<file path="src/design/jsu_pkg.sv">
// Shared types, codes and UTF-8 helpers for the JSON string unescaper.
package jsu_pkg;

    localparam int JSU_QUEUE_DEPTH = 4;
    localparam int JSU_MAX_RESULTS = 4;

    localparam logic [1:0] KIND_BYTE  = 2'd0;
    localparam logic [1:0] KIND_CLOSE = 2'd1;
    localparam logic [1:0] KIND_ERROR = 2'd2;

    localparam logic [3:0] ERR_NO_QUOTE     = 4'd0;
    localparam logic [3:0] ERR_CONTROL      = 4'd1;
    localparam logic [3:0] ERR_TRUNC_ESC    = 4'd2;
    localparam logic [3:0] ERR_BAD_HEX      = 4'd3;
    localparam logic [3:0] ERR_MISSING_LOW  = 4'd4;
    localparam logic [3:0] ERR_BAD_LOW      = 4'd5;
    localparam logic [3:0] ERR_LONE_LOW     = 4'd6;
    localparam logic [3:0] ERR_BAD_ESC      = 4'd7;
    localparam logic [3:0] ERR_UNTERMINATED = 4'd8;

    localparam logic [7:0] CH_QUOTE     = 8'h22;
    localparam logic [7:0] CH_BACKSLASH = 8'h5c;
    localparam logic [7:0] CH_SLASH     = 8'h2f;
    localparam logic [7:0] CH_U         = 8'h75;

    localparam logic [5:0] SURR_HIGH_TAG = 6'b110110;
    localparam logic [5:0] SURR_LOW_TAG  = 6'b110111;

    typedef enum logic [2:0] {
        PH_IDLE,
        PH_BODY,
        PH_ESC,
        PH_HEX1,
        PH_WANT_BS,
        PH_WANT_U,
        PH_HEX2
    } t_phase;

    typedef struct packed {
        logic [7:0] in_byte;
        logic       end_of_text;
    } t_in_item;

    typedef struct packed {
        logic [7:0] out_byte;
        logic [1:0] result_kind;
        logic [3:0] error_code;
        logic       last_of_run;
    } t_out_item;

    typedef struct packed {
        logic [7:0] out_byte;
        logic [1:0] result_kind;
        logic [3:0] error_code;
    } t_res;

    typedef struct packed {
        logic [2:0]                       count;
        t_res [JSU_MAX_RESULTS-1:0]       res;
    } t_group;

    function automatic t_res f_res(logic [1:0] kind, logic [7:0] b, logic [3:0] code);
        t_res r;
        r.result_kind = kind;
        r.out_byte    = (kind == KIND_BYTE) ? b : 8'd0;
        r.error_code  = (kind == KIND_ERROR) ? code : 4'd0;
        return r;
    endfunction

    function automatic t_group f_empty();
        t_group g;
        g.count = 3'd0;
        for (int k = 0; k < JSU_MAX_RESULTS; k++) begin
            g.res[k] = f_res(KIND_BYTE, 8'd0, 4'd0);
        end
        return g;
    endfunction

    function automatic t_group f_single(logic [1:0] kind, logic [7:0] b, logic [3:0] code);
        t_group g;
        g        = f_empty();
        g.count  = 3'd1;
        g.res[0] = f_res(kind, b, code);
        return g;
    endfunction

    function automatic t_group f_utf8(logic [20:0] cp);
        t_group g;
        g = f_empty();
        if (cp <= 21'h7f) begin
            g.count  = 3'd1;
            g.res[0] = f_res(KIND_BYTE, cp[7:0], 4'd0);
        end else if (cp <= 21'h7ff) begin
            g.count  = 3'd2;
            g.res[0] = f_res(KIND_BYTE, {3'b110, cp[10:6]}, 4'd0);
            g.res[1] = f_res(KIND_BYTE, {2'b10, cp[5:0]}, 4'd0);
        end else if (cp <= 21'hffff) begin
            g.count  = 3'd3;
            g.res[0] = f_res(KIND_BYTE, {4'b1110, cp[15:12]}, 4'd0);
            g.res[1] = f_res(KIND_BYTE, {2'b10, cp[11:6]}, 4'd0);
            g.res[2] = f_res(KIND_BYTE, {2'b10, cp[5:0]}, 4'd0);
        end else begin
            g.count  = 3'd4;
            g.res[0] = f_res(KIND_BYTE, {5'b11110, cp[20:18]}, 4'd0);
            g.res[1] = f_res(KIND_BYTE, {2'b10, cp[17:12]}, 4'd0);
            g.res[2] = f_res(KIND_BYTE, {2'b10, cp[11:6]}, 4'd0);
            g.res[3] = f_res(KIND_BYTE, {2'b10, cp[5:0]}, 4'd0);
        end
        return g;
    endfunction

    // bit 4 set marks a byte that is not a hex digit
    function automatic logic [4:0] f_hex(logic [7:0] c);
        logic [4:0] d;
        if (c >= 8'h30 && c <= 8'h39) begin
            d = {1'b0, c[3:0]};
        end else if ((c >= 8'h61 && c <= 8'h66) || (c >= 8'h41 && c <= 8'h46)) begin
            d = {1'b0, c[3:0] + 4'd9};
        end else begin
            d = 5'h10;
        end
        return d;
    endfunction

endpackage

</file>
<file path="src/design/json_string_unescape_utf8.sv">
// Top level of the JSON string unescaper producing UTF-8.
//
// Input channel: one raw byte of a JSON string literal per transaction, starting
// with its opening quote; end_of_text marks the end of input and carries no byte.
// Output channel: one result per transaction - a decoded UTF-8 byte, the close
// of the string, or an error with its code; last_of_run flags the final result
// caused by one input byte. Bytes that cause no result produce nothing.
// Throughput: one input byte per cycle, and one result per cycle while the output
// is not stalled. A \u escape can give up to four results from one byte; the group
// queue absorbs such bursts and input stalls only when the queue of QUEUE_DEPTH
// groups is full. When the output side is free, a result passes the queue write,
// the serializer load and the output register in turn after its byte is accepted.
// Reset: returns to idle awaiting an opening quote, empties the queue and drops
// any pending output. A stalled output holds its transaction unchanged, and
// once the queue fills the input stall rises.
module json_string_unescape_utf8 #(
    parameter int QUEUE_DEPTH = jsu_pkg::JSU_QUEUE_DEPTH
) (
    input  logic               i_clk,
    input  logic               i_rst_n,
    input  logic               i_in_valid,
    output logic               o_in_stall,
    input  jsu_pkg::t_in_item  i_in_item,
    output logic               o_out_valid,
    input  logic               i_out_stall,
    output jsu_pkg::t_out_item o_out_item
);
    import jsu_pkg::*;

    logic   push, pop, full, nonempty;
    t_group group, head;

    jsu_front u_front (
        .i_clk   (i_clk),
        .i_rst_n (i_rst_n),
        .i_valid (i_in_valid),
        .i_item  (i_in_item),
        .i_full  (full),
        .o_stall (o_in_stall),
        .o_push  (push),
        .o_group (group)
    );

    jsu_queue #(
        .DEPTH (QUEUE_DEPTH)
    ) u_queue (
        .i_clk      (i_clk),
        .i_rst_n    (i_rst_n),
        .i_push     (push),
        .i_group    (group),
        .i_pop      (pop),
        .o_full     (full),
        .o_nonempty (nonempty),
        .o_head     (head)
    );

    jsu_back u_back (
        .i_clk      (i_clk),
        .i_rst_n    (i_rst_n),
        .i_nonempty (nonempty),
        .i_head     (head),
        .o_pop      (pop),
        .o_valid    (o_out_valid),
        .i_stall    (i_out_stall),
        .o_item     (o_out_item)
    );

    a_no_push_when_full: assert property (@(posedge i_clk) disable iff (!i_rst_n)
        push |-> !full)
        else $error("group pushed into full queue");
    a_pop_only_nonempty: assert property (@(posedge i_clk) disable iff (!i_rst_n)
        pop |-> nonempty)
        else $error("pop from empty queue");
    a_push_has_results: assert property (@(posedge i_clk) disable iff (!i_rst_n)
        push |-> (group.count != 3'd0))
        else $error("empty group pushed");

endmodule

</file>
<file path="src/design/jsu_front.sv">
// Front end: accepts raw bytes, tracks the escape state and builds result groups.
module jsu_front (
    input  logic              i_clk,
    input  logic              i_rst_n,
    input  logic              i_valid,
    input  jsu_pkg::t_in_item i_item,
    input  logic              i_full,
    output logic              o_stall,
    output logic              o_push,
    output jsu_pkg::t_group   o_group
);
    import jsu_pkg::*;

    t_phase      r_phase, n_phase;
    logic [11:0] r_acc, n_acc;
    logic [1:0]  r_cnt, n_cnt;
    logic [9:0]  r_hs, n_hs;
    t_group      n_group;
    logic        accept;
    logic [4:0]  hex;
    logic [15:0] v;
    logic [7:0]  c;

    assign o_stall = i_full;
    assign accept  = i_valid && !i_full;
    assign c       = i_item.in_byte;
    assign hex     = f_hex(c);
    assign v       = {r_acc, hex[3:0]};

    always_ff @(posedge i_clk) begin
        if (!i_rst_n) begin
            r_phase <= PH_IDLE;
            r_acc   <= '0;
            r_cnt   <= '0;
            r_hs    <= '0;
        end else if (accept) begin
            r_phase <= n_phase;
            r_acc   <= n_acc;
            r_cnt   <= n_cnt;
            r_hs    <= n_hs;
        end
    end

    always_comb begin
        logic fail;
        logic [3:0] code;
        fail    = 1'b0;
        code    = ERR_NO_QUOTE;
        n_phase = r_phase;
        n_acc   = r_acc;
        n_cnt   = r_cnt;
        n_hs    = r_hs;
        n_group = f_empty();
        if (i_item.end_of_text) begin
            fail = 1'b1;
            unique case (r_phase) inside
                PH_BODY:                        code = ERR_UNTERMINATED;
                PH_ESC:                         code = ERR_TRUNC_ESC;
                PH_HEX1:                        code = ERR_BAD_HEX;
                PH_WANT_BS, PH_WANT_U, PH_HEX2: code = ERR_MISSING_LOW;
                default:                        code = ERR_NO_QUOTE;
            endcase
        end else begin
            unique case (r_phase) inside
                PH_BODY: begin
                    if (c == CH_QUOTE) begin
                        n_group = f_single(KIND_CLOSE, 8'd0, 4'd0);
                        n_phase = PH_IDLE;
                    end else if (c < 8'h20) begin
                        fail = 1'b1;
                        code = ERR_CONTROL;
                    end else if (c == CH_BACKSLASH) begin
                        n_phase = PH_ESC;
                    end else begin
                        n_group = f_single(KIND_BYTE, c, 4'd0);
                    end
                end
                PH_ESC: begin
                    n_phase = PH_BODY;
                    unique case (c) inside
                        CH_QUOTE, CH_BACKSLASH, CH_SLASH: n_group = f_single(KIND_BYTE, c, 4'd0);
                        8'h62: n_group = f_single(KIND_BYTE, 8'h08, 4'd0);
                        8'h66: n_group = f_single(KIND_BYTE, 8'h0c, 4'd0);
                        8'h6e: n_group = f_single(KIND_BYTE, 8'h0a, 4'd0);
                        8'h72: n_group = f_single(KIND_BYTE, 8'h0d, 4'd0);
                        8'h74: n_group = f_single(KIND_BYTE, 8'h09, 4'd0);
                        CH_U: begin
                            n_phase = PH_HEX1;
                            n_acc   = '0;
                            n_cnt   = '0;
                        end
                        default: begin
                            fail = 1'b1;
                            code = ERR_BAD_ESC;
                        end
                    endcase
                end
                PH_HEX1, PH_HEX2: begin
                    if (hex[4]) begin
                        fail = 1'b1;
                        code = (r_phase == PH_HEX1) ? ERR_BAD_HEX : ERR_BAD_LOW;
                    end else if (r_cnt != 2'd3) begin
                        n_acc = {r_acc[7:0], hex[3:0]};
                        n_cnt = r_cnt + 2'd1;
                    end else begin
                        n_cnt = '0;
                        n_acc = v[11:0];
                        if (r_phase == PH_HEX1) begin
                            if (v[15:10] == SURR_HIGH_TAG) begin
                                n_hs    = v[9:0];
                                n_phase = PH_WANT_BS;
                            end else if (v[15:10] == SURR_LOW_TAG) begin
                                fail = 1'b1;
                                code = ERR_LONE_LOW;
                            end else begin
                                n_group = f_utf8({5'd0, v});
                                n_phase = PH_BODY;
                            end
                        end else begin
                            if (v[15:10] != SURR_LOW_TAG) begin
                                fail = 1'b1;
                                code = ERR_BAD_LOW;
                            end else begin
                                n_group = f_utf8({{1'b0, r_hs} + 11'd64, v[9:0]});
                                n_phase = PH_BODY;
                            end
                        end
                    end
                end
                PH_WANT_BS: begin
                    if (c == CH_BACKSLASH) begin
                        n_phase = PH_WANT_U;
                    end else begin
                        fail = 1'b1;
                        code = ERR_MISSING_LOW;
                    end
                end
                PH_WANT_U: begin
                    if (c == CH_U) begin
                        n_phase = PH_HEX2;
                        n_acc   = '0;
                        n_cnt   = '0;
                    end else begin
                        fail = 1'b1;
                        code = ERR_MISSING_LOW;
                    end
                end
                default: begin
                    if (c == CH_QUOTE) begin
                        n_phase = PH_BODY;
                        n_acc   = '0;
                        n_cnt   = '0;
                        n_hs    = '0;
                    end else begin
                        fail = 1'b1;
                        code = ERR_NO_QUOTE;
                    end
                end
            endcase
        end
        if (fail) begin
            n_group = f_single(KIND_ERROR, 8'd0, code);
            n_phase = PH_IDLE;
            n_acc   = '0;
            n_cnt   = '0;
            n_hs    = '0;
        end
    end

    assign o_push  = accept && (n_group.count != 3'd0);
    assign o_group = n_group;

endmodule

</file>
<file path="src/design/jsu_queue.sv">
// Short group queue between the front end and the result serializer.
module jsu_queue #(
    parameter int DEPTH = jsu_pkg::JSU_QUEUE_DEPTH
) (
    input  logic            i_clk,
    input  logic            i_rst_n,
    input  logic            i_push,
    input  jsu_pkg::t_group i_group,
    input  logic            i_pop,
    output logic            o_full,
    output logic            o_nonempty,
    output jsu_pkg::t_group o_head
);
    import jsu_pkg::*;

    localparam int AW = (DEPTH > 1) ? $clog2(DEPTH) : 1;
    localparam int CW = $clog2(DEPTH + 1);

    t_group        r_mem [DEPTH];
    logic [AW-1:0] r_wr, n_wr;
    logic [AW-1:0] r_rd, n_rd;
    logic [CW-1:0] r_count, n_count;
    logic          do_push, do_pop;

    assign o_full     = (r_count == CW'(DEPTH));
    assign o_nonempty = (r_count != '0);
    assign o_head     = r_mem[r_rd];
    assign do_push    = i_push && !o_full;
    assign do_pop     = i_pop && o_nonempty;

    always_comb begin
        n_wr    = r_wr;
        n_rd    = r_rd;
        n_count = r_count;
        if (do_push) begin
            n_wr = (r_wr == AW'(DEPTH - 1)) ? '0 : r_wr + AW'(1);
        end
        if (do_pop) begin
            n_rd = (r_rd == AW'(DEPTH - 1)) ? '0 : r_rd + AW'(1);
        end
        if (do_push && !do_pop) begin
            n_count = r_count + CW'(1);
        end else if (!do_push && do_pop) begin
            n_count = r_count - CW'(1);
        end
    end

    always_ff @(posedge i_clk) begin
        if (!i_rst_n) begin
            r_wr    <= '0;
            r_rd    <= '0;
            r_count <= '0;
        end else begin
            r_wr    <= n_wr;
            r_rd    <= n_rd;
            r_count <= n_count;
        end
    end

    always_ff @(posedge i_clk) begin
        if (do_push) begin
            r_mem[r_wr] <= i_group;
        end
    end

endmodule

</file>
<file path="src/design/jsu_back.sv">
// Back end: serializes queued result groups onto the registered output channel.
module jsu_back (
    input  logic               i_clk,
    input  logic               i_rst_n,
    input  logic               i_nonempty,
    input  jsu_pkg::t_group    i_head,
    output logic               o_pop,
    output logic               o_valid,
    input  logic               i_stall,
    output jsu_pkg::t_out_item o_item
);
    import jsu_pkg::*;

    logic      r_busy;
    t_group    r_grp;
    logic [1:0] r_idx;
    logic      r_valid;
    t_out_item r_item;
    logic      free, emit, last;

    assign free  = !r_valid || !i_stall;
    assign emit  = r_busy && free;
    assign last  = (({1'b0, r_idx} + 3'd1) == r_grp.count);
    assign o_pop = i_nonempty && (!r_busy || (emit && last));

    always_ff @(posedge i_clk) begin
        if (!i_rst_n) begin
            r_busy  <= 1'b0;
            r_valid <= 1'b0;
            r_idx   <= '0;
        end else begin
            if (emit) begin
                r_valid <= 1'b1;
            end else if (free) begin
                r_valid <= 1'b0;
            end
            if (o_pop) begin
                r_busy <= 1'b1;
                r_idx  <= '0;
            end else if (emit && last) begin
                r_busy <= 1'b0;
            end else if (emit) begin
                r_idx <= r_idx + 2'd1;
            end
        end
    end

    always_ff @(posedge i_clk) begin
        if (o_pop) begin
            r_grp <= i_head;
        end
        if (emit) begin
            r_item.out_byte    <= r_grp.res[r_idx].out_byte;
            r_item.result_kind <= r_grp.res[r_idx].result_kind;
            r_item.error_code  <= r_grp.res[r_idx].error_code;
            r_item.last_of_run <= last;
        end
    end

    assign o_valid = r_valid;
    assign o_item  = r_item;

    a_busy_nonzero: assert property (@(posedge i_clk) disable iff (!i_rst_n)
        r_busy |-> (r_grp.count != 3'd0 && r_grp.count <= 3'd4))
        else $error("active group has no results");
    a_error_last: assert property (@(posedge i_clk) disable iff (!i_rst_n)
        (r_valid && r_item.result_kind != KIND_BYTE) |-> r_item.last_of_run)
        else $error("close or error result not last of run");
    a_emit_drops_when_done: assert property (@(posedge i_clk) disable iff (!i_rst_n)
        (emit && last && !o_pop) |=> !r_busy)
        else $error("serializer stayed busy after last result");

endmodule

</file>
<file path="config.mk">
export PLATFORM = sky130hd
export DESIGN_NAME = json_string_unescape_utf8
export DESIGN_NICKNAME = d
export VERILOG_FILES = /design/src/design/jsu_pkg.sv /design/src/design/json_string_unescape_utf8.sv /design/src/design/jsu_front.sv /design/src/design/jsu_queue.sv /design/src/design/jsu_back.sv
export SDC_FILE = /design/constraint.sdc
export NUM_CORES = 1
export LEC_CHECK = 0
export BUFFER_PORTS_ARGS = -buffer_cell sky130_fd_sc_hd__buf_2
export CAP_MARGIN = 40
export CORE_ASPECT_RATIO = 1.2
export CORE_MARGIN = 10
export CORE_UTILIZATION = 56
export CTS_CLUSTER_SIZE = 16
export DETAILED_ROUTE_END_ITERATION = 8
export PLACE_DENSITY = 0.76
export SLEW_MARGIN = 20
export SYNTH_ARGS = -nofsm -noshare
export SYNTH_HDL_FRONTEND = slang
export SYNTH_SLANG_ARGS = --single-unit
</file>
<file path="constraint.sdc">
create_clock -name i_clk -period 5.8 [get_ports i_clk]
set_clock_uncertainty 0.15 [all_clocks]
set_input_delay 0.29 -clock i_clk [delete_from_list [all_inputs] [get_ports i_clk]]
set_output_delay 0.29 -clock i_clk [all_outputs]
set_load 0.005 [all_outputs]
</file>
### Word-level counts from Yosys, hierarchy flattened

Memories as Yosys holds them, arrays and structs flattened. A register that Yosys moved wholly into a read port is not among the register bits.
Index checks and enable logic that the tools add are counted.

* multiplexer cells: 108
* $add $sub $neg: 9
* order comparisons: 13
* reduce and logical (&&, ||, !) cells: 41
* equality and inequality tests: 37
* bitwise gates (word level): 2

Operators with widths (number)
* $mux W59: 9
* $pmux W57 S6: 1
* $pmux W59 S3: 1
* $mux W57: 2
* $mux W42: 2
* $mux W3: 25
* $mux W10: 7
* $mux W14: 5
* $mux W12: 5
* $eq A8 B7 Y1 const B: 7
* $mux W28: 2
* $mux W40: 1
* $pmux W12 S3: 1
* $bmux W14 S2: 1
* $mux W26: 1
* $mux W1: 22
* $le A21 B11 Y1 const B: 1
* $le A21 B16 Y1 const B: 1
* $le A21 B7 Y1 const B: 1
* $mux W2: 10
* $mux W4: 5
* $pmux W10 S2: 1
* $pmux W4 S5: 1
* $eq A8 B6 Y1 const B: 2
* 49 further kinds: 96

* flip-flop bits (word level): 53
* output and inout bits: 17
* logic and storage cells: 225
* memory bits (writable): 236
* memories kept: 1
* input bits: 13

Memories
* u_queue.r_mem: depth 4, bits a word 59, rd ports 1, clocked after memory_dff 1, wr ports 1, line jsu_queue.sv:19 `t_group r_mem [DEPTH];`

### Logic depth before layout (Yosys ltp)

* depth in word-level cells: 23
* depth in mapped cells: 18
* depth with buffers taken out: 16

### Cells and area by module

Synthesis repeated with hierarchy kept, for this count alone.

* cell total of the unflattened synthesis: 1002
* area, all modules: 15332.2 um^2

Modules (own cells, without submodules)
* jsu_queue: area an instance 9002.4 um^2, times used 1, cells each 360
* jsu_front: area an instance 3519.6 um^2, times used 1, cells each 527
* jsu_back: area an instance 2810.2 um^2, times used 1, cells each 115

### Worst setup path before layout

OpenSTA, ideal clock, no wires.

* kind: input-to-reg
* start point: input port i_in_item[5] (netlist bit)
* end point: memory u_queue.r_mem[0][0] (netlist bit) (enable)
* arrival time: 5574 ps
* required time: 5163 ps
* library setup time: 487 ps
* slack: -412 ps
* stages on the path: 10
* buffers on the path: 2
* path through: buf_6 or4b_4 or4b_4 a221o_2 o21a_1 o21a_1 clkbuf_1 o22ai_1 nand2_1 a211oi_1

* cells in the longest elaborated chain, start to end: 21
* elaborated cells between the ends (all ways): 61
* those cells by class: order compare: 12; eq/ne: 9; mux: 31; reduce/logical: 9

Ends and longest elaborated chain
* from (decl): line json_string_unescape_utf8.sv:23 `input jsu_pkg::t_in_item i_in_item,`
* $ge A8 B7 Y1 / $le A8 B7 Y1 (equally long branches): line jsu_pkg.sv:117 `end else if ((c >= 8'h61 && c <= 8'h66) || (c >= 8'h41 && c <= 8'h46)) begin`
* $logic_and A1 B1 Y1: line jsu_pkg.sv:117
* $logic_or A1 B1 Y1: line jsu_pkg.sv:117
* $mux W5: line jsu_pkg.sv:117
* $mux W5: line jsu_pkg.sv:115 `if (c >= 8'h30 && c <= 8'h39) begin`
* $le A21 B16 Y1 / $le A16 B11 Y1 (equally long branches): line jsu_pkg.sv:97, jsu_pkg.sv:93
* $mux W3 / $mux W1 (equally long branches): line jsu_pkg.sv:97, jsu_pkg.sv:93
* $mux W3 / $mux W2 (equally long branches): line jsu_pkg.sv:93, jsu_pkg.sv:90
* (+5 left out)
* $pmux W59 S3: line jsu_front.sv:64 `unique case (r_phase) inside`
* $mux W59: line jsu_front.sv:54 `if (i_item.end_of_text) begin`
* $mux W59 (*): line jsu_front.sv:161 `if (fail) begin`
* $reduce_bool A3 Y1 (*): line jsu_front.sv:170 `assign o_push = accept && (n_group.count != 3'd0);`
* $logic_and A1 B1 Y1 (*): line jsu_front.sv:170
* $logic_and A1 B1 Y1 (*): line jsu_queue.sv:28 `assign do_push = i_push && !o_full;`
* $mux W1 (*): line jsu_queue.sv:61 `if (do_push) begin`
* $mux W1 (not written as such) (*): line jsu_queue.sv:62 `r_mem[r_wr] <= i_group;`
* to (decl): line jsu_queue.sv:19

Mark *: on every way between the ends. The rest lies on a longest branch, timed or not.

### Final worst setup path

* start point: register u_front.r_acc[6]
* end point: register u_queue.r_count[2]

* cells in the longest elaborated chain, start to end: 17
* elaborated cells between the ends (all ways): 32
* those cells by class: order compare: 2; eq/ne: 3; mux: 20; reduce/logical: 7

Ends and longest elaborated chain
* from (decl): line jsu_front.sv:15 `logic [11:0] r_acc, n_acc;`
* from (signal assigned): line jsu_front.sv:38 `r_acc <= n_acc;`
* $le A16 B11 Y1: line jsu_pkg.sv:93 `end else if (cp <= 21'h7ff) begin`
* $mux W1: line jsu_pkg.sv:93
* $mux W2: line jsu_pkg.sv:90 `if (cp <= 21'h7f) begin`
* $mux W59: line jsu_front.sv:112 `end else if (v[15:10] == SURR_LOW_TAG) begin`
* $mux W59: line jsu_front.sv:109 `if (v[15:10] == SURR_HIGH_TAG) begin`
* $mux W59: line jsu_front.sv:108 `if (r_phase == PH_HEX1) begin`
* $mux W59: line jsu_front.sv:102 `end else if (r_cnt != 2'd3) begin`
* $mux W59: line jsu_front.sv:99 `if (hex[4]) begin`
* (+2 left out)
* $mux W59 (*): line jsu_front.sv:161
* $reduce_bool A3 Y1 (*): line jsu_front.sv:170
* $logic_and A1 B1 Y1 (*): line jsu_front.sv:170
* $logic_and A1 B1 Y1 (*): line jsu_queue.sv:28
* net u_queue.do_push: line jsu_queue.sv:23 `logic do_push, do_pop;`
* $logic_not A1 Y1: line jsu_queue.sv:43 `end else if (!do_push && do_pop) begin`
* $logic_and A1 B1 Y1: line jsu_queue.sv:43
* $reduce_bool A2 Y1 (no source line)
* to (signal assigned): line jsu_queue.sv:56 `r_count <= n_count;`
* to (decl): line jsu_queue.sv:22 `logic [CW-1:0] r_count, n_count;`

The timed path passes the listed nets; every way through them passes the cells marked *.
A chain may end at the register's enable or synchronous reset.

==> summary.txt <==
Post-layout min period - 4.86 ns
Leak pwr - 4.02 nW
Vias in the first global route - 7,027
Worst path bufs/invs - 3
Synth Instances - 837
Initial core utilization - 56.9%
Slew Limit Headroom - 44.6%
Hold Path Class - input port to flip-flop
Placer Congestion - 0.984
Crit start category - flip-flop
Clk Latency, worst-skew pair - 0.51 ns
WP data arrival - 5.13 ns
Initial DRC count - 747
Antenna diodes - 0
Placed Cells incl. Taps - 1,092
Post-CTS Setup Bufs - 0
Synth Area in Compound Gates - 11.2%
Multi-input combinational cell area - 4070 um^2
Share of layout cells above drive strength 1 - 17.3%
Hold Startpoint - i_in_item[0]
DRT Pass-1 Iters - 5
Highest Clock Rate - 206 MHz
Die Width - 148 um
Slew @ Worst Pin - 0.823 ns
# setup viols final - 0
Met3 Use GR - 2.91%
Row count - 56
CP startpoint - u_front.r_acc[6]
DRT Wirelength - 24,600 um
Max-cap violation count - 0
# fillers - 1,468
Maximum clock path buffer count - 3
Avg WL per Cell - 21.6 um
Crit path kind - flip-flop to flip-flop
PwrDens - 386 nW/um^2
CP Cell Sequence - inv_1 -> nor4_1 -> o22ai_1 -> a32oi_1 -> and3_1 -> and2_1 -> buf_4 -> nand2_1 -> a21oi_1 -> ha_1 -> inv_1 -> fa_1 -> xor2_1 -> or3_1 -> a21boi_0
Commonest non-fill, non-tap cell in the layout - edfxtp_1
Adder-Cell Fraction of Synth Area - 1.76%
Num Clock Sinks - 238
Number of synthesized flops with an enable pin - 200
NumNets Final - 887
Post-synth ARST share - 0%
Hold path cells - 2
Placed Area - 11,500 um^2
Most Frequent Cell on Critical Path - inv_1
Final instance area - 12,300 um^2
Vias/cell - 6.26
CTS Hold Buffers Added - 1
Worst vdd ir - 238 uV
Dominant synthesized flop cell - edfxtp_1
Crit. End Element - flip-flop
CP required - 6.07 ns
Port buffer count - 29
Flop-to-flop setup slack - 0.94 ns
GRT Total Usage - 18.8%
Routed via count - 7,116
CP delay by family, top - simple AND/OR/NAND/NOR gates
Post-route ant nets - 0
Non-Filler Instances - 1,136
RSZ-0062 raised after global routing - false
Start of the worst register-to-register path - u_front.r_acc[6]
Inserted Clock Buffers - 23
Warnings from Yosys - 0
CTS Root Cell - clkbuf_16
Worst Hold Path EP - u_queue.r_mem[1][1]
Reg2reg end - u_queue.r_count[2]
Fraction of synthesized area in multiplexers - 10.5%
Slowest-stage cell, CP - nor4_1
CP Max Fanout - 9
CTS tree - built
Synth Net Count - 865
GR met2 Demand/Resource - 31.4%
Global-route wire length before repair - 39,400 um
Area grow syn2layout - 11.4%
Outcome - finished, final reports clean
Core ar. - 19,500 um^2
Top Ports - 30
Die Area - 25,800 um^2
Syn avg cell area - 13.2 um^2
Synth Area in Simple Gates - 12.0%
H-tree depth - 1
Main combinational cell family by area after synthesis - simple AND/OR/NAND/NOR gates
Fin crit share - 83.9%
Post-synthesis sequential area ratio - 61.1%
Gr busiest metal - met2
Distinct cells, synth - 75
Commonest cells after routing, fill and taps aside - edfxtp_1, nor2_1, nand2_1
Max incr delay on CP - 0.59 ns
Largest net degree at the start of global routing - 41
Post-Synth XOR/XNOR Area - 0.711%
Reg2Reg Depth - 15
Flops & latches, synth - 238
Cell Area, Synth - 11,100 um^2
Die Y - 174 um
Slew Viols, Final - 0
# DRC - 0
Hold Vio Cnt, Final - 0
Utilization after layout - 63.4%
Initial antenna violation count - 0
DP HPWL - 16,900 um
Count of cells resized by post-cts repair - 0
GR Layer Usage met1 - 24.5%
Global route overflow - 0
Reg clk slew, reported paths - 0.07 ns
Reg area - 6770 um^2
sequential cells by signal (all words and copies together), names as in the netlist:
signal and count:
u_queue.r_count 3, u_back.r_grp 37, u_back.o_item 15, u_back.r_idx 2
u_back.r_busy 1, u_queue.r_mem 148, u_queue.r_wr 2, u_front.r_acc 12
u_front.r_cnt 2, u_back.o_valid 1, u_front.r_hs 10, u_queue.r_rd 2
u_front.r_phase 3
how the worst max path moves through the flow:
stage | to | cells after the start | slack (ns)
after global routing | u_queue.r_count[2] | 15 | 0.63
after floorplan | u_queue.r_mem[0][0] | 10 | -0.41
after global placement | u_queue.r_count[2] | 15 | 0.78
after detailed placement | u_queue.r_count[2] | 15 | 0.73
after CTS | u_queue.r_count[2] | 15 | 1.04
final | u_queue.r_count[2] | 15 | 0.94
synth_stat cells (all sizes together), types with 5 or more instances:
| library cell | n | area share [%] |
|---|---|---|
| xor2 | 5 | 0.40 |
| nand2b | 13 | 0.73 |
| nor2 | 61 | 2.1 |
| and2 | 18 | 1.0 |
| dfxtp | 38 | 6.9 |
| o22ai | 11 | 0.62 |
| mux4 | 44 | 8.9 |
| inv | 25 | 0.85 |
| and3 | 7 | 0.40 |
| o31ai | 5 | 0.34 |
| edfxtp | 200 | 54 |
| ha | 14 | 1.6 |
| a22oi | 7 | 0.47 |
| nor2b | 9 | 0.51 |
| or2 | 6 | 0.34 |
| a211oi | 5 | 0.34 |
| nor3 | 20 | 0.90 |
| clkbuf | 38 | 1.3 |
| a21oi | 42 | 1.9 |
| nand2 | 58 | 2.0 |
| o211ai | 13 | 0.88 |
| nor4 | 5 | 0.34 |
| o21ai | 23 | 1.2 |
| a21boi | 27 | 1.9 |
| a31oi | 6 | 0.34 |
| nand3 | 27 | 1.2 |
| or3 | 5 | 0.28 |
| buf | 12 | 0.56 |
| o21a | 7 | 0.47 |
| nand4 | 8 | 0.45 |
| mux2i | 13 | 1.2 |
cell families after synthesis:
logic type | count (synthesis)
buffers and inverters | 75
and+or+nand+nor | 259
DFF | 238
adders and majority gates | 15
xor gates and xnor gates | 9
muxes | 61
AOI/OAI and AO/OA | 180
area by class of cell:
cell class	count	share of cell area, %
Clock buffer	30	4.95
Inverter	25	0.760
Multi-Input combinational cell	524	32.9
Sequential cell	238	54.8
Tap cell	261	2.64
Timing Repair Buffer	47	2.59
Clock inverter	11	1.32
report_power, final:
group	switching (mW)	total [mW]	leakage [nW]	internal, mW
Sequential	0.140	2.40	2.19	2.26
Clock	0.592	1.52	0.374	0.924
Combinational	0.447	0.850	1.46	0.403
metrics by stage:
stage                     setup WS (ns)  setup TNS, ns  total power, mW  hold WS [ns]
after floorplan                  -0.412         -60.91             3.00         0.295
after global placement            0.782              0             3.24         0.309
after detailed placement          0.729              0             3.29         0.315
after CTS                          1.04              0             4.82         0.135
after global routing              0.630              0             4.98         0.176
final                             0.935              0             4.76         0.157
worst register-to-register path: cells and delay by family, from the launching register on:
kind / cells / cell delay (ns)
DFF: 1 / 0.57
buffers and inverters: 3 / 0.40
AOI/OAI and AO/OA: 4 / 1.06
xor gates and xnor gates: 1 / 0.18
adders and majority gates: 2 / 0.65
and+or+nand+nor: 5 / 1.77
layer usage:
layer | vias up | routed length [um]
met4 | 0 | 840
li1 | 3287 | -
met1 | 3503 | 10300
met5 | - | 0
met3 | 56 | 1310
met2 | 270 | 12100
Note: power is estimated with default switching activity, not from simulation.
